**src/design/bes_pkg.sv**
```systemverilog
`timescale 1ns / 1ps
`default_nettype none

package bes_pkg;

   localparam int unsigned DelayWidth  = 16;
   localparam int unsigned TimeWidth   = 32;
   localparam int unsigned CountWidth  = 32;
   localparam int unsigned CountNum    = 5;
   localparam int unsigned CsrIdxWidth = 3;

   typedef enum logic [3:0] {
      STAGE_OFF      = 4'd0,
      STAGE_RESET    = 4'd1,
      STAGE_WAKING   = 4'd2,
      STAGE_NEUTRAL  = 4'd3,
      STAGE_PHASE_EN = 4'd4,
      STAGE_READY    = 4'd5,
      STAGE_RUNNING  = 4'd6,
      STAGE_STOPPING = 4'd7,
      STAGE_FAULT    = 4'd8
   } stage_type;

   typedef enum logic [2:0] {
      REQ_UPDATE   = 3'd0,
      REQ_ENABLE   = 3'd1,
      REQ_DISABLE  = 3'd2,
      REQ_RUNNING  = 3'd3,
      REQ_STOPPING = 3'd4,
      REQ_METRIC   = 3'd5
   } req_kind_type;

   typedef enum logic [2:0] {
      MET_ATTEMPTS  = 3'd0,
      MET_SUCCESSES = 3'd1,
      MET_FAULTS    = 3'd2,
      MET_RUN_FAULT = 3'd3,
      MET_WAKE_FAULT = 3'd4
   } metric_sel_type;

   typedef enum logic [CsrIdxWidth-1:0] {
      CSR_RESET_PULSE  = 3'd0,
      CSR_WAKE_DELAY   = 3'd1,
      CSR_PHASE_DELAY  = 3'd2,
      CSR_NEUTRAL_BUFS = 3'd3,
      CSR_PHASE_COUNT  = 3'd4,
      CSR_FAULT_LOW    = 3'd5,
      CSR_USE_RESET    = 3'd6,
      CSR_SHARED_OD    = 3'd7
   } csr_index_type;

   typedef struct packed {
      logic attempt;
      logic success;
      logic fault;
      logic run_fault;
      logic wake_fault;
   } count_inc_type;

   localparam logic [2:0] MaskOne   = 3'h1;
   localparam logic [2:0] MaskTwo   = 3'h3;
   localparam logic [2:0] MaskThree = 3'h7;

   function automatic logic [2:0] phase_mask_of(input logic [1:0] count);
      logic [2:0] mask;
      unique case (count)
         2'd0:    mask = 3'h0;
         2'd1:    mask = MaskOne;
         2'd2:    mask = MaskTwo;
         default: mask = MaskThree;
      endcase
      return mask;
   endfunction

endpackage

`default_nettype wire

```
**src/design/bes_if.sv**
```systemverilog
`timescale 1ns / 1ps
`default_nettype none

interface bes_req_if;
   logic        valid;
   logic        ready;
   logic [2:0]  req_type;
   logic [31:0] now_ms;
   logic [31:0] buffer_fill_count;
   logic        fault_pin;
   logic [2:0]  metric_index;

   modport source (output valid, req_type, now_ms, buffer_fill_count, fault_pin,
                   metric_index, input ready);
   modport sink (input valid, req_type, now_ms, buffer_fill_count, fault_pin,
                 metric_index, output ready);
endinterface

interface bes_rsp_if;
   logic        valid;
   logic        ready;
   logic        enable_drive;
   logic [2:0]  phase_mask;
   logic        wake_drive;
   logic        reset_drive;
   logic        is_enabled;
   logic        is_pending;
   logic        has_fault;
   logic [3:0]  stage_state;
   logic        request_accepted;
   logic        fault_report;
   logic [3:0]  fault_origin;
   logic [31:0] metric_value;

   modport source (output valid, enable_drive, phase_mask, wake_drive, reset_drive,
                   is_enabled, is_pending, has_fault, stage_state, request_accepted,
                   fault_report, fault_origin, metric_value, input ready);
   modport sink (input valid, enable_drive, phase_mask, wake_drive, reset_drive,
                 is_enabled, is_pending, has_fault, stage_state, request_accepted,
                 fault_report, fault_origin, metric_value, output ready);
endinterface

`default_nettype wire

```
**src/design/bes_counters.sv**
```systemverilog
`timescale 1ns / 1ps
`default_nettype none

module bes_counters
   import bes_pkg::*;
(
   input  wire logic                  clock,
   input  wire logic                  reset,
   input  wire logic                  update,
   input  wire count_inc_type         inc,
   input  wire logic [2:0]            index,
   output logic      [CountWidth-1:0] value
);

   logic [CountWidth-1:0] count_ff [CountNum];
   logic [CountWidth-1:0] count_in [CountNum];
   logic [CountNum-1:0]   inc_vec;

   assign inc_vec = {inc.wake_fault, inc.run_fault, inc.fault, inc.success, inc.attempt};

   always_comb begin
      for (int i = 0; i < CountNum; i++) begin
         count_in[i] = count_ff[i] + CountWidth'(inc_vec[i]);
      end
   end

   always_ff @(posedge clock) begin
      if (reset) begin
         for (int i = 0; i < CountNum; i++) begin
            count_ff[i] <= '0;
         end
      end else if (update) begin
         for (int i = 0; i < CountNum; i++) begin
            count_ff[i] <= count_in[i];
         end
      end
   end

   // read sees the word's own increments
   always_comb begin
      unique case (index)
         MET_ATTEMPTS:   value = count_in[0];
         MET_SUCCESSES:  value = count_in[1];
         MET_FAULTS:     value = count_in[2];
         MET_RUN_FAULT:  value = count_in[3];
         MET_WAKE_FAULT: value = count_in[4];
         default:        value = '0;
      endcase
   end

endmodule

`default_nettype wire

```
**src/design/bridge_enable_sequencer_core.sv**
```systemverilog
`timescale 1ns / 1ps
`default_nettype none

// Channel  Dir  Words
// -------  ---  ------------------------------------------------------
// req      in   event: type, time, buffer count, fault pin, metric sel
// rsp      out  drives, flags, stage, report, origin, metric value
// csr      in   register write: enable, index, data
//
// One word per cycle while results are taken; results are registered.
// req_chan.ready is low only while a held result is not taken.
// Synchronous reset clears all but the result word; CSRs get defaults.

module bridge_enable_sequencer_core
   import bes_pkg::*;
(
   input  wire logic                   clock,
   input  wire logic                   reset,
   bes_req_if.sink                     req_chan,
   bes_rsp_if.source                   rsp_chan,
   input  wire logic                   csr_write_enable,
   input  wire logic [CsrIdxWidth-1:0] csr_index,
   input  wire logic [DelayWidth-1:0]  csr_write_data
);

   // register file
   logic [DelayWidth-1:0] reset_pulse_ff, wake_delay_ff, phase_delay_ff, neutral_bufs_ff;
   logic [1:0]            phase_count_ff;
   logic                  fault_low_ff, use_reset_ff, shared_od_ff;

   // sequencer state
   stage_type             stage_ff, stage_in;
   logic                  enabled_ff, enabled_in, pending_ff, pending_in;
   logic                  latch_ff, latch_in, report_ff, report_in;
   stage_type             origin_ff, origin_in;
   logic [TimeWidth-1:0]  deadline_ff, deadline_in, mark_ff, mark_in;
   logic                  drv_en_ff, drv_en_in, drv_wake_ff, drv_wake_in;
   logic                  drv_rst_ff, drv_rst_in;
   logic [2:0]            drv_ph_ff, drv_ph_in;
   logic                  last_raw_ff;

   // result word
   logic                  rsp_valid_ff;
   logic                  out_en_ff, out_wake_ff, out_rst_ff, out_enabled_ff;
   logic                  out_pending_ff, out_fault_ff, out_acc_ff, out_report_ff;
   logic [2:0]            out_ph_ff;
   stage_type             out_stage_ff, out_origin_ff;
   logic [CountWidth-1:0] out_metric_ff;

   logic                  accept;
   logic                  act;
   logic                  qual_mid, qual_out;
   logic                  accepted_v, report_v;
   logic [TimeWidth-1:0]  age;
   count_inc_type         inc;
   logic [CountWidth-1:0] count_value;
   req_kind_type          kind;

   assign req_chan.ready = !rsp_valid_ff || rsp_chan.ready;
   assign accept         = req_chan.valid && req_chan.ready;
   assign kind           = req_kind_type'(req_chan.req_type);
   assign act            = fault_low_ff ? !req_chan.fault_pin : req_chan.fault_pin;

   always_ff @(posedge clock) begin
      if (reset) begin
         reset_pulse_ff  <= DelayWidth'(2);
         wake_delay_ff   <= DelayWidth'(2);
         phase_delay_ff  <= DelayWidth'(1);
         neutral_bufs_ff <= DelayWidth'(2);
         phase_count_ff  <= 2'd3;
         fault_low_ff    <= 1'b1;
         use_reset_ff    <= 1'b1;
         shared_od_ff    <= 1'b0;
      end else if (csr_write_enable) begin
         unique case (csr_index_type'(csr_index))
            CSR_RESET_PULSE:  reset_pulse_ff  <= csr_write_data;
            CSR_WAKE_DELAY:   wake_delay_ff   <= csr_write_data;
            CSR_PHASE_DELAY:  phase_delay_ff  <= csr_write_data;
            CSR_NEUTRAL_BUFS: neutral_bufs_ff <= csr_write_data;
            CSR_PHASE_COUNT:  phase_count_ff  <= csr_write_data[1:0];
            CSR_FAULT_LOW:    fault_low_ff    <= csr_write_data[0];
            CSR_USE_RESET:    use_reset_ff    <= csr_write_data[0];
            CSR_SHARED_OD:    shared_od_ff    <= csr_write_data[0];
            default: ;
         endcase
      end
   end

   always_comb begin
      stage_in    = stage_ff;
      enabled_in  = enabled_ff;
      pending_in  = pending_ff;
      latch_in    = latch_ff;
      report_in   = report_ff;
      origin_in   = origin_ff;
      deadline_in = deadline_ff;
      mark_in     = mark_ff;
      drv_en_in   = drv_en_ff;
      drv_wake_in = drv_wake_ff;
      drv_rst_in  = drv_rst_ff;
      drv_ph_in   = drv_ph_ff;
      inc         = '0;
      accepted_v  = 1'b0;
      report_v    = 1'b0;

      // fault edge
      if (act && !last_raw_ff && !(shared_od_ff && !enabled_ff && !pending_ff)) begin
         origin_in   = stage_ff;
         enabled_in  = 1'b0;
         pending_in  = 1'b0;
         latch_in    = 1'b1;
         stage_in    = STAGE_FAULT;
         drv_en_in   = 1'b0;
         drv_ph_in   = '0;
         drv_wake_in = 1'b0;
         drv_rst_in  = 1'b1;
         report_in   = 1'b1;
         inc.fault   = 1'b1;
         if (stage_ff == STAGE_RUNNING || stage_ff == STAGE_STOPPING) begin
            inc.run_fault = 1'b1;
         end else begin
            inc.wake_fault = 1'b1;
         end
      end

      qual_mid = act && !(shared_od_ff &&
                 !(stage_in == STAGE_PHASE_EN || stage_in == STAGE_READY ||
                   stage_in == STAGE_RUNNING || stage_in == STAGE_STOPPING));
      age = req_chan.now_ms - deadline_in;

      unique case (kind)
         REQ_UPDATE: begin
            if (report_in) begin
               report_in = 1'b0;
               report_v  = 1'b1;
            end else if (pending_in && !latch_in && !qual_mid) begin
               priority if (stage_in == STAGE_RESET && !age[TimeWidth-1]) begin
                  drv_rst_in  = 1'b0;
                  drv_wake_in = 1'b1;
                  stage_in    = STAGE_WAKING;
                  deadline_in = req_chan.now_ms + TimeWidth'(wake_delay_ff);
               end else if (stage_in == STAGE_WAKING && !age[TimeWidth-1]) begin
                  stage_in = STAGE_NEUTRAL;
               end else if (stage_in == STAGE_NEUTRAL &&
                            (req_chan.buffer_fill_count - mark_in) >=
                            TimeWidth'(neutral_bufs_ff)) begin
                  drv_ph_in   = phase_mask_of(phase_count_ff);
                  stage_in    = STAGE_PHASE_EN;
                  deadline_in = req_chan.now_ms + TimeWidth'(phase_delay_ff);
               end else if (stage_in == STAGE_PHASE_EN && !age[TimeWidth-1]) begin
                  drv_en_in   = 1'b1;
                  enabled_in  = 1'b1;
                  pending_in  = 1'b0;
                  stage_in    = STAGE_READY;
                  inc.success = 1'b1;
               end else begin
               end
            end
         end
         REQ_ENABLE: begin
            if (latch_in || qual_mid) begin
               enabled_in  = 1'b0;
               pending_in  = 1'b0;
               if (!latch_in) stage_in = STAGE_OFF;
               drv_en_in   = 1'b0;
               drv_ph_in   = '0;
               drv_wake_in = 1'b0;
               drv_rst_in  = 1'b1;
            end else begin
               inc.attempt = 1'b1;
               drv_en_in   = 1'b0;
               drv_ph_in   = '0;
               enabled_in  = 1'b0;
               pending_in  = 1'b1;
               mark_in     = req_chan.buffer_fill_count;
               if (use_reset_ff) begin
                  drv_rst_in  = 1'b1;
                  stage_in    = STAGE_RESET;
                  deadline_in = req_chan.now_ms + TimeWidth'(reset_pulse_ff);
               end else begin
                  drv_wake_in = 1'b1;
                  stage_in    = STAGE_WAKING;
                  deadline_in = req_chan.now_ms + TimeWidth'(wake_delay_ff);
               end
               accepted_v = 1'b1;
            end
         end
         REQ_DISABLE: begin
            enabled_in  = 1'b0;
            pending_in  = 1'b0;
            if (!latch_in) stage_in = STAGE_OFF;
            drv_en_in   = 1'b0;
            drv_ph_in   = '0;
            drv_wake_in = 1'b0;
            drv_rst_in  = 1'b1;
         end
         REQ_RUNNING: begin
            if (enabled_in && (stage_in == STAGE_READY || stage_in == STAGE_PHASE_EN)) begin
               stage_in = STAGE_RUNNING;
            end
         end
         REQ_STOPPING: begin
            if (enabled_in) stage_in = STAGE_STOPPING;
         end
         default: ;
      endcase

      qual_out = act && !(shared_od_ff &&
                 !(stage_in == STAGE_PHASE_EN || stage_in == STAGE_READY ||
                   stage_in == STAGE_RUNNING || stage_in == STAGE_STOPPING));
   end

   bes_counters u_counters (
      .clock  (clock),
      .reset  (reset),
      .update (accept),
      .inc    (inc),
      .index  (req_chan.metric_index),
      .value  (count_value)
   );

   always_ff @(posedge clock) begin
      if (reset) begin
         stage_ff     <= STAGE_OFF;
         enabled_ff   <= 1'b0;
         pending_ff   <= 1'b0;
         latch_ff     <= 1'b0;
         report_ff    <= 1'b0;
         origin_ff    <= STAGE_OFF;
         deadline_ff  <= '0;
         mark_ff      <= '0;
         drv_en_ff    <= 1'b0;
         drv_ph_ff    <= '0;
         drv_wake_ff  <= 1'b0;
         drv_rst_ff   <= 1'b1;
         last_raw_ff  <= 1'b0;
         rsp_valid_ff <= 1'b0;
      end else begin
         if (accept) begin
            stage_ff    <= stage_in;
            enabled_ff  <= enabled_in;
            pending_ff  <= pending_in;
            latch_ff    <= latch_in;
            report_ff   <= report_in;
            origin_ff   <= origin_in;
            deadline_ff <= deadline_in;
            mark_ff     <= mark_in;
            drv_en_ff   <= drv_en_in;
            drv_ph_ff   <= drv_ph_in;
            drv_wake_ff <= drv_wake_in;
            drv_rst_ff  <= drv_rst_in;
            last_raw_ff <= act;
         end
         if (accept) begin
            rsp_valid_ff <= 1'b1;
         end else if (rsp_chan.ready) begin
            rsp_valid_ff <= 1'b0;
         end
      end
   end

   always_ff @(posedge clock) begin
      if (accept) begin
         out_en_ff      <= drv_en_in;
         out_ph_ff      <= drv_ph_in;
         out_wake_ff    <= drv_wake_in;
         out_rst_ff     <= drv_rst_in && use_reset_ff;
         out_enabled_ff <= enabled_in;
         out_pending_ff <= pending_in;
         out_fault_ff   <= latch_in || qual_out;
         out_stage_ff   <= stage_in;
         out_acc_ff     <= accepted_v;
         out_report_ff  <= report_v;
         out_origin_ff  <= origin_in;
         out_metric_ff  <= (kind == REQ_METRIC) ? count_value : '0;
      end
   end

   assign rsp_chan.valid            = rsp_valid_ff;
   assign rsp_chan.enable_drive     = out_en_ff;
   assign rsp_chan.phase_mask       = out_ph_ff;
   assign rsp_chan.wake_drive       = out_wake_ff;
   assign rsp_chan.reset_drive      = out_rst_ff;
   assign rsp_chan.is_enabled       = out_enabled_ff;
   assign rsp_chan.is_pending       = out_pending_ff;
   assign rsp_chan.has_fault        = out_fault_ff;
   assign rsp_chan.stage_state      = out_stage_ff;
   assign rsp_chan.request_accepted = out_acc_ff;
   assign rsp_chan.fault_report     = out_report_ff;
   assign rsp_chan.fault_origin     = out_origin_ff;
   assign rsp_chan.metric_value     = out_metric_ff;

endmodule

`default_nettype wire

```
**src/flat_wrapper.sv**
```systemverilog
// flat-port wrapper written by rule: the top's interface ports become plain ports
module bridge_enable_sequencer_core_flat import bes_pkg::*;
  (clock, reset, csr_write_enable, csr_index, csr_write_data, req_chan_valid, req_chan_req_type, req_chan_now_ms, req_chan_buffer_fill_count, req_chan_fault_pin, req_chan_metric_index, req_chan_ready, rsp_chan_valid, rsp_chan_enable_drive, rsp_chan_phase_mask, rsp_chan_wake_drive, rsp_chan_reset_drive, rsp_chan_is_enabled, rsp_chan_is_pending, rsp_chan_has_fault, rsp_chan_stage_state, rsp_chan_request_accepted, rsp_chan_fault_report, rsp_chan_fault_origin, rsp_chan_metric_value, rsp_chan_ready);
  bes_req_if req_chan_i ();
  bes_rsp_if rsp_chan_i ();
  input  wire logic clock;
  input  wire logic reset;
  input  wire logic csr_write_enable;
  input  wire logic [CsrIdxWidth-1:0] csr_index;
  input  wire logic [DelayWidth-1:0] csr_write_data;
  input wire logic [$bits(req_chan_i.valid)-1:0] req_chan_valid;
  input wire logic [$bits(req_chan_i.req_type)-1:0] req_chan_req_type;
  input wire logic [$bits(req_chan_i.now_ms)-1:0] req_chan_now_ms;
  input wire logic [$bits(req_chan_i.buffer_fill_count)-1:0] req_chan_buffer_fill_count;
  input wire logic [$bits(req_chan_i.fault_pin)-1:0] req_chan_fault_pin;
  input wire logic [$bits(req_chan_i.metric_index)-1:0] req_chan_metric_index;
  output wire logic [$bits(req_chan_i.ready)-1:0] req_chan_ready;
  output wire logic [$bits(rsp_chan_i.valid)-1:0] rsp_chan_valid;
  output wire logic [$bits(rsp_chan_i.enable_drive)-1:0] rsp_chan_enable_drive;
  output wire logic [$bits(rsp_chan_i.phase_mask)-1:0] rsp_chan_phase_mask;
  output wire logic [$bits(rsp_chan_i.wake_drive)-1:0] rsp_chan_wake_drive;
  output wire logic [$bits(rsp_chan_i.reset_drive)-1:0] rsp_chan_reset_drive;
  output wire logic [$bits(rsp_chan_i.is_enabled)-1:0] rsp_chan_is_enabled;
  output wire logic [$bits(rsp_chan_i.is_pending)-1:0] rsp_chan_is_pending;
  output wire logic [$bits(rsp_chan_i.has_fault)-1:0] rsp_chan_has_fault;
  output wire logic [$bits(rsp_chan_i.stage_state)-1:0] rsp_chan_stage_state;
  output wire logic [$bits(rsp_chan_i.request_accepted)-1:0] rsp_chan_request_accepted;
  output wire logic [$bits(rsp_chan_i.fault_report)-1:0] rsp_chan_fault_report;
  output wire logic [$bits(rsp_chan_i.fault_origin)-1:0] rsp_chan_fault_origin;
  output wire logic [$bits(rsp_chan_i.metric_value)-1:0] rsp_chan_metric_value;
  input wire logic [$bits(rsp_chan_i.ready)-1:0] rsp_chan_ready;
  assign req_chan_i.valid = req_chan_valid;
  assign req_chan_i.req_type = req_chan_req_type;
  assign req_chan_i.now_ms = req_chan_now_ms;
  assign req_chan_i.buffer_fill_count = req_chan_buffer_fill_count;
  assign req_chan_i.fault_pin = req_chan_fault_pin;
  assign req_chan_i.metric_index = req_chan_metric_index;
  assign req_chan_ready = req_chan_i.ready;
  assign rsp_chan_valid = rsp_chan_i.valid;
  assign rsp_chan_enable_drive = rsp_chan_i.enable_drive;
  assign rsp_chan_phase_mask = rsp_chan_i.phase_mask;
  assign rsp_chan_wake_drive = rsp_chan_i.wake_drive;
  assign rsp_chan_reset_drive = rsp_chan_i.reset_drive;
  assign rsp_chan_is_enabled = rsp_chan_i.is_enabled;
  assign rsp_chan_is_pending = rsp_chan_i.is_pending;
  assign rsp_chan_has_fault = rsp_chan_i.has_fault;
  assign rsp_chan_stage_state = rsp_chan_i.stage_state;
  assign rsp_chan_request_accepted = rsp_chan_i.request_accepted;
  assign rsp_chan_fault_report = rsp_chan_i.fault_report;
  assign rsp_chan_fault_origin = rsp_chan_i.fault_origin;
  assign rsp_chan_metric_value = rsp_chan_i.metric_value;
  assign rsp_chan_i.ready = rsp_chan_ready;
  bridge_enable_sequencer_core u_core (.clock(clock), .reset(reset), .req_chan(req_chan_i), .rsp_chan(rsp_chan_i), .csr_write_enable(csr_write_enable), .csr_index(csr_index), .csr_write_data(csr_write_data));
endmodule
```
**config.mk**
```make
export PLATFORM = sky130hd
export DESIGN_NAME = bridge_enable_sequencer_core_flat
export DESIGN_NICKNAME = d
export VERILOG_FILES = /design/src/design/bes_pkg.sv /design/src/design/bes_if.sv /design/src/design/bes_counters.sv /design/src/design/bridge_enable_sequencer_core.sv /design/src/flat_wrapper.sv
export SDC_FILE = /design/constraint.sdc
export NUM_CORES = 1
export LEC_CHECK = 0
export ABC_AREA = 1
export ABC_CLOCK_PERIOD_IN_PS = 8300
export BUFFER_PORTS_ARGS = -buffer_cell sky130_fd_sc_hd__buf_4
export CAP_MARGIN = 5
export CORE_ASPECT_RATIO = 1.25
export CORE_UTILIZATION = 50
export DETAILED_ROUTE_END_ITERATION = 12
export PLACE_DENSITY_LB_ADDON = 0.12
export SLEW_MARGIN = 20
export SYNTH_ARGS = -nofsm -noshare
export SYNTH_HDL_FRONTEND = slang
export SYNTH_SLANG_ARGS = --single-unit
```
**constraint.sdc**
```tcl
create_clock -name clock -period 8.3 [get_ports clock]
set_input_delay 0.83 -clock clock [delete_from_list [all_inputs] [get_ports clock]]
set_output_delay 0.83 -clock clock [all_outputs]
set_load 0.03 [all_outputs]
```
==> results of run 1 <==
[per-stage QoR]
| step | std cells | power, uW |
|---|---|---|
| finish | 4328 | 4720 |
| CTS | 4328 | 4760 |
| global route | 4328 | 4930 |
| global placement | 4252 | 2910 |
| floorplan | 3526 | 2650 |
| detailed placement | 4252 | 2920 |
[placed cells by master, fill, tap and decap left out, drive strengths merged, types with 54 or more instances in the layout]
| master | synthesis | layout |
|---|---|---|
| clkbuf | 75 | 58 |
| xnor2 | 61 | 61 |
| nor2 | 554 | 554 |
| o22ai | 62 | 62 |
| xor2 | 160 | 160 |
| edfxtp | 211 | 211 |
| buf | 22 | 165 |
| a21oi | 206 | 206 |
| nand4 | 54 | 54 |
| o21ai | 206 | 206 |
| ha | 135 | 135 |
| nand3 | 147 | 147 |
| inv | 529 | 530 |
| nor3 | 98 | 98 |
| dfxtp | 153 | 153 |
| nand2 | 711 | 711 |
[registers in the layout, summed over array words and instances (netlist names), 2 cells and up]
name	count
u_core.drv_ph_ff	3
u_core.phase_delay_ff	16
u_core.wake_delay_ff	16
u_core.rsp_chan.metric_value	32
u_core.rsp_chan.phase_mask	3
u_core.deadline_ff	32
u_core.u_counters.count_ff	160
u_core.rsp_chan.stage_state	4
u_core.phase_count_ff	2
u_core.mark_ff	32
u_core.neutral_bufs_ff	16
u_core.rsp_chan.fault_origin	4
u_core.reset_pulse_ff	16
u_core.stage_ff	4
u_core.origin_ff	4
[power by group]
group | total (uW) | internal, uW | switching [uW]
registers | 2090 | 2010 | 73.6
clock network | 1830 | 1050 | 783
logic | 802 | 270 | 531
total | 4720 | 3330 | 1390
[layout make-up]
class | count | area [um^2]
repair buffers | 165 | 1240
clock inverters | 18 | 173
flip-flops and latches | 364 | 9400
well taps | 658 | 823
clock buffers | 58 | 1160
multi-input cells | 2529 | 13600
inverters | 536 | 2030
fillers | 4853 | 21900
[cell families after synthesis]
logic type	after synthesis	share of synthesized area, %
buffers and inverters	633	9.61
and+or+nand+nor	1621	26.9
xor gates and xnor gates	221	7.64
AOI/OAI and AO/OA	548	11.9
adders and majority gates	139	6.96
DFF	364	37.0
[layer usage]
metal  vias to the layer above  GRT usage, %
met4                        12          17.8
met2                       635          51.8
met3                       200          4.24
met5                         -             0
met1                     10800          35.5
li1                      11700             -
[path summary, 6_finish.rpt]
kind,slack (ns),to,start,cells past startpoint
setup / recovery,2.28,u_core.rsp_chan.metric_value[28],req_chan_buffer_fill_count[0],38
hold / removal,0.46,u_core.mark_ff[15],u_core.mark_ff[15],2
setup reg to reg,2.36,u_core.rsp_chan.metric_value[28],u_core.mark_ff[9],35
hold reg to reg,0.46,u_core.mark_ff[15],u_core.mark_ff[15],2
[critical path: cells and delay by family]
kind / cells / cell delay (ns)
adder cells (fa/ha/maj): 5 / 1.17
XOR/XNOR: 2 / 0.22
buffers and inverters: 5 / 0.43
AO/OA/AOI/OAI: 4 / 0.56
AND/OR/NAND/NOR: 22 / 3.10
==> flow_summary.json, run 1 <==
{
  "status": "finished clean",
  "rsz0062_at_grt": "no",
  "drt_iter0_markers": 1616,
  "synth.cells.most_frequent": "sky130_fd_sc_hd__nand2_1 (702), sky130_fd_sc_hd__nor2_1 (540), sky130_fd_sc_hd__inv_1 (519), sky130_fd_sc_hd__edfxtp_1 (211), sky130_fd_sc_hd__a21oi_1 (203)",
  "ir_worst_vdd_mv": 0.142,
  "tightestPinTransition_ns": 1.05,
  "antenna_violations_before_repair": 6,
  "cts_buffers": 41,
  "grt_start_max_net_pins": 113,
  "clk_transition_reported_paths_ns": 0.06,
  "synth_fp_nets": 3760,
  "place_hpwl_um": 59900,
  "viasPerCell": 5.41,
  "post_synth_num_cell_types": 66,
  "detailedRoute.firstPassIterationCount": 7,
  "clk-insertion-delay-late_ns": 0.58,
  "cpMaxStageDelayCell": "sky130_fd_sc_hd__fa_1",
  "grt_first_pass_wirelength_um": 121000,
  "cellPowerDensity_mw_per_mm2": 166,
  "boundaryPins": 148,
  "total_routed_wire_length_on_the_met1_layer_um": 32300,
  "yosys.area.top_type": "sky130_fd_sc_hd__edfxtp_1",
  "via_count_of_the_first_global_routing_pass": 22500,
  "power.leakage_uw": 0.0124,
  "top_layer_used": "met5",
  "cp_data_arrival_time_ns": 6.33,
  "max_slew_headroom_pct": 29.8,
  "clk_root_buffer_cell": "sky130_fd_sc_hd__clkbuf_16",
  "floorplan.core_area_mm2": 0.0503,
  "setup_tns_ns": 0,
  "port-buffer-count": 147,
  "final_period_minus_worst_setup_slack_ns": 6.02,
  "drc": 0,
  "cts_post_setup_buffers_inserted": 0,
  "rows": 92,
  "synth_area_per_inst_um2": 7.21,
  "placed_cell_area_mm2": 0.0271,
  "cpPeakStageDelay_ns": 0.41,
  "chipWidth_um": 204,
  "fmax_ghz": 0.166,
  "yosysWarningCount": 0,
  "timing.final.crit_share_pct": 72.5,
  "timing.final.setup_violations": 0,
  "synthTopCellsByArea": "sky130_fd_sc_hd__edfxtp_1 (25%), sky130_fd_sc_hd__dfxtp_1 (12%), sky130_fd_sc_hd__nand2_1 (10%), sky130_fd_sc_hd__nor2_1 (8.0%), sky130_fd_sc_hd__inv_1 (7.7%)",
  "fp.dieArea_mm2": 0.0518,
  "diodes": 0,
  "post-place-ws_ns": 1.74,
  "maxcap_violations": 0,
  "synth_edf_count": 211,
  "met3RoutedLength_um": 3400,
  "area_growth_pct": 11.7,
  "synth_cells": 3526,
  "dr_wl_met2_um": 37800,
  "vias": 23400,
  "postSynth.asyncResetShare_pct": 0,
  "drt-total-wl_um": 78500,
  "cts-root-to-sink-buffers": 3,
  "gr-usage-all-layers_pct": 30.1,
  "timing.final.hold_violations": 0,
  "synthMostInstantiatedCell": "sky130_fd_sc_hd__nand2_1",
  "worst_hold_path_type": "flop to flop",
  "startpoint_type": "input port",
  "dieHeight_um": 254,
  "cp_data_required_time_ns": 8.61,
  "largest_fanout_on_the_critical_path": 5,
  "most_common_cell_type_on_the_critical_path": "sky130_fd_sc_hd__nand2_1",
  "initial_core_util_pct": 50.6,
  "place_congestion": 0.960,
  "ctsHoldBuffers": 0,
  "synth_flop_cell": "sky130_fd_sc_hd__edfxtp_1",
  "timing.hold.ws_ns": 0.456,
  "seq_area_frac_synth_pct": 37.0,
  "synth_seq_cells": 364,
  "postLayoutCellArea_mm2": 0.0284,
  "type_of_the_worst_setup_path": "input port to flop",
  "drt.antenna.violating_nets": 0,
  "final_max_slew_viol_count": 0,
  "post_route_cells_drive_above_1_share_pct": 8.04,
  "postLayoutCoreUtil_pct": 56.5,
  "synth_area_mm2": 0.0254,
  "tritoncts": "built",
  "grt_remaining_overflow": 0,
  "nNetsFinal": 3871,
  "timing.final.ws_setup_ns": 2.28,
  "post_drt_wl_per_cell_um": 18.1,
  "synth.top_cell.area_share_pct": 24.9,
  "tritoncts_num_sinks": 364,
  "cts_max_level": 2,
  "cts-resized-gates": 0,
  "fin_clk_skew_ns": 0.0191,
  "end_kind": "flop"
}
Power figures use the tool's default switching activity.
==> run 2, diff against run 1 <==
--- a/config.mk
+++ b/config.mk
@@ -6,7 +6,7 @@
 export NUM_CORES = 1
 export LEC_CHECK = 0
 export ABC_AREA = 1
-export ABC_CLOCK_PERIOD_IN_PS = 8300
+export ABC_CLOCK_PERIOD_IN_PS = 5100
 export BUFFER_PORTS_ARGS = -buffer_cell sky130_fd_sc_hd__buf_4
 export CAP_MARGIN = 5
 export CORE_ASPECT_RATIO = 1.25
==> constraint.sdc (replaced) <==
create_clock -name clock -period 5.1 [get_ports clock]
set_input_delay 0.51 -clock clock [delete_from_list [all_inputs] [get_ports clock]]
set_output_delay 0.51 -clock clock [all_outputs]
set_load 0.03 [all_outputs]
==> run 2 against run 1 <==
- the flow now finishes with violations (negative setup slack)
- sequential share of layout area fell by 2.1 points
- final cell count rose by 3.4%
- total power rose by 67%
- cell area rose by 6.8%
- non-clock buffer count rose by 147
- first-iteration DRC count rose by 0.68%
- count of clock-buffer cells in the layout fell by 5
- sequential power rose by 63%
- global-route usage rose by 0.94 points
- clock power rose by 64%
- via count rose by 4.2%
- routed wire length rose by 4.0%
- critical endpoint is now u_core.rsp_chan.metric_value[21]
- largest cell class unchanged
- highest routed layer unchanged
==> flow_summary.json, run 2 (synthesis results as in run 1) <==
{
  "status": "finished with violations",
  "violations": "negative setup slack",
  "final_max_slew_viol_count": 0,
  "antenna_violations_before_repair": 2,
  "grt_remaining_overflow": 0,
  "largest_fanout_on_the_critical_path": 3,
  "grt_start_max_net_pins": 166,
  "cpPeakStageDelay_ns": 0.31,
  "drt-total-wl_um": 81600,
  "fin_clk_skew_ns": 0.0233,
  "power.leakage_uw": 0.0133,
  "clk_root_buffer_cell": "sky130_fd_sc_hd__clkbuf_16",
  "post-place-ws_ns": -0.618,
  "r2r_cells": 41,
  "vias": 24400,
  "via_count_of_the_first_global_routing_pass": 23400,
  "timing.final.crit_share_pct": 102,
  "cts_buffers": 42,
  "port-buffer-count": 147,
  "ctsHoldBuffers": 0,
  "boundaryPins": 148,
  "maxcap_violations": 0,
  "critPathBufInv": 9,
  "timing.final.setup_violations": 5,
  "setup_tns_ns": -0.298,
  "type_of_the_worst_setup_path": "flop to flop",
  "largest_register_ff_count": 160,
  "worst_hold_path.num_cells": 3,
  "area_growth_pct": 19.3,
  "dieHeight_um": 254,
  "rr_startpoint": "u_core.mark_ff[7]",
  "worstHoldEndpoint": "u_core.mark_ff[31]",
  "timing.final.ws_setup_ns": -0.117,
  "ir_worst_vdd_mv": 0.271,
  "floorplan.core_area_mm2": 0.0503,
  "post_route_cells_drive_above_1_share_pct": 15.2,
  "rsz0062_at_grt": "yes",
  "rows": 92,
  "cp_data_required_time_ns": 5.41,
  "initial_core_util_pct": 50.6,
  "cts-root-to-sink-buffers": 3,
  "drt.antenna.violating_nets": 0,
  "end_kind": "flop",
  "diodes": 0,
  "detailedRoute.firstPassIterationCount": 6,
  "drc": 0,
  "grt_first_pass_wirelength_um": 125000,
  "largest_register": "u_core.u_counters.count_ff",
  "cp_top_family": "simple AND/OR/NAND/NOR gates",
  "gr-usage-all-layers_pct": 31.0,
  "drt_iter0_markers": 1627,
  "r2r_end": "u_core.rsp_chan.metric_value[21]",
  "place_congestion": 0.962,
  "clk_transition_reported_paths_ns": 0.06,
  "cpMaxStageDelayCell": "sky130_fd_sc_hd__dfxtp_2",
  "most_frequent_cells_in_the_layout": "sky130_fd_sc_hd__nand2_1 (668), sky130_fd_sc_hd__nor2_1 (520), sky130_fd_sc_hd__inv_1 (497)",
  "tritoncts": "built",
  "clk-insertion-delay-late_ns": 0.58,
  "worst_hold_path_type": "input port to flop",
  "fmax_ghz": 0.192,
  "viasPerCell": 5.45,
  "timing.reg2reg.setup_slack_ns": -0.12,
  "most_common_cell_type_on_the_critical_path": "sky130_fd_sc_hd__nand2_1",
  "fp.dieArea_mm2": 0.0518,
  "final_common_cell": "sky130_fd_sc_hd__nand2_1",
  "cp_data_arrival_time_ns": 5.52,
  "post_drt_wl_per_cell_um": 18.2,
  "tritoncts_num_sinks": 364,
  "hold_path.startpoint": "req_chan_buffer_fill_count[31]",
  "chipWidth_um": 204,
  "startpoint_type": "flop",
  "final_period_minus_worst_setup_slack_ns": 5.22,
  "tightestPinTransition_ns": 1.08,
  "place_hpwl_um": 61500,
  "timing.final.hold_violations": 0,
  "cellPowerDensity_mw_per_mm2": 260,
  "cts_max_level": 2,
  "nNetsFinal": 4019,
  "max_slew_headroom_pct": 27.8
}
[run 2: power by group]
group / leakage (uW) / internal (uW) / total, uW / switching, uW
clock: 0.000663 / 1710 / 3000 / 1290
combinational: 0.00915 / 547 / 1470 / 924
sequential: 0.00352 / 3280 / 3400 / 127
total: 0.0133 / 5530 / 7880 / 2340
[run 2: worst max-delay path by stage]
stage | start | to | slack, ns | cells after the start
after CTS | u_core.mark_ff[7] | u_core.rsp_chan.metric_value[29] | 0.003 | 38
after detailed placement | req_chan_buffer_fill_count[0] | u_core.rsp_chan.metric_value[28] | -0.62 | 37
after global routing | u_core.mark_ff[2] | u_core.rsp_chan.metric_value[21] | -0.46 | 40
final | u_core.mark_ff[7] | u_core.rsp_chan.metric_value[21] | -0.12 | 41
after global placement | req_chan_buffer_fill_count[0] | u_core.rsp_chan.metric_value[28] | -0.58 | 37
after floorplan | req_chan_buffer_fill_count[0] | u_core.rsp_chan.metric_value[28] | 0.005 | 37
[run 2: metrics by stage]
stage | instance area, um^2 | utilization [%] | power, uW | instances | hold slack (ns)
after floorplan | 25500 | - | 4310 | 3526 | 0.426
after global placement | 28000 | 55.8 | 4810 | 4376 | 0.443
after detailed placement | 28000 | 55.8 | 4830 | 4376 | 0.453
after CTS | 29700 | 59.0 | 7860 | 4455 | 0.167
after global routing | 30300 | 60.3 | 8210 | 4475 | 0.181
final | 30300 | 60.3 | 7880 | 4475 | 0.190
[run 2: final cells by class]
cell class,count,area [um^2]
inverters,536,2030
clock buffers,53,1190
clock inverters,23,169
flip-flops and latches,364,9410
well taps,658,823
repair buffers,312,2420
multi-input cells,2529,14300
fillers,4684,20000
[run 2: per-layer routing]
layer | up-vias | track usage (%) | part of all wire, %
met5 | - | 0 | 0.036
met2 | 743 | 55.2 | 50
met4 | 4 | 17.0 | 5.8
met1 | 11400 | 36.0 | 40
met3 | 204 | 3.81 | 4.6
li1 | 12000 | - | -
[run 2: repair_timing]
item / in CTS / in global routing
gates resized for setup: 46 / 130
buffers inserted: 3 / 26
pin swaps: 17 / 87
endpoints found under the setup margin: 25 / 41
[run 2: worst min-delay path, cell delays in order]
cell	delay, ns
sky130_fd_sc_hd__buf_4	0.09
sky130_fd_sc_hd__nor2_1	0.04
sky130_fd_sc_hd__nor2_1	0.08
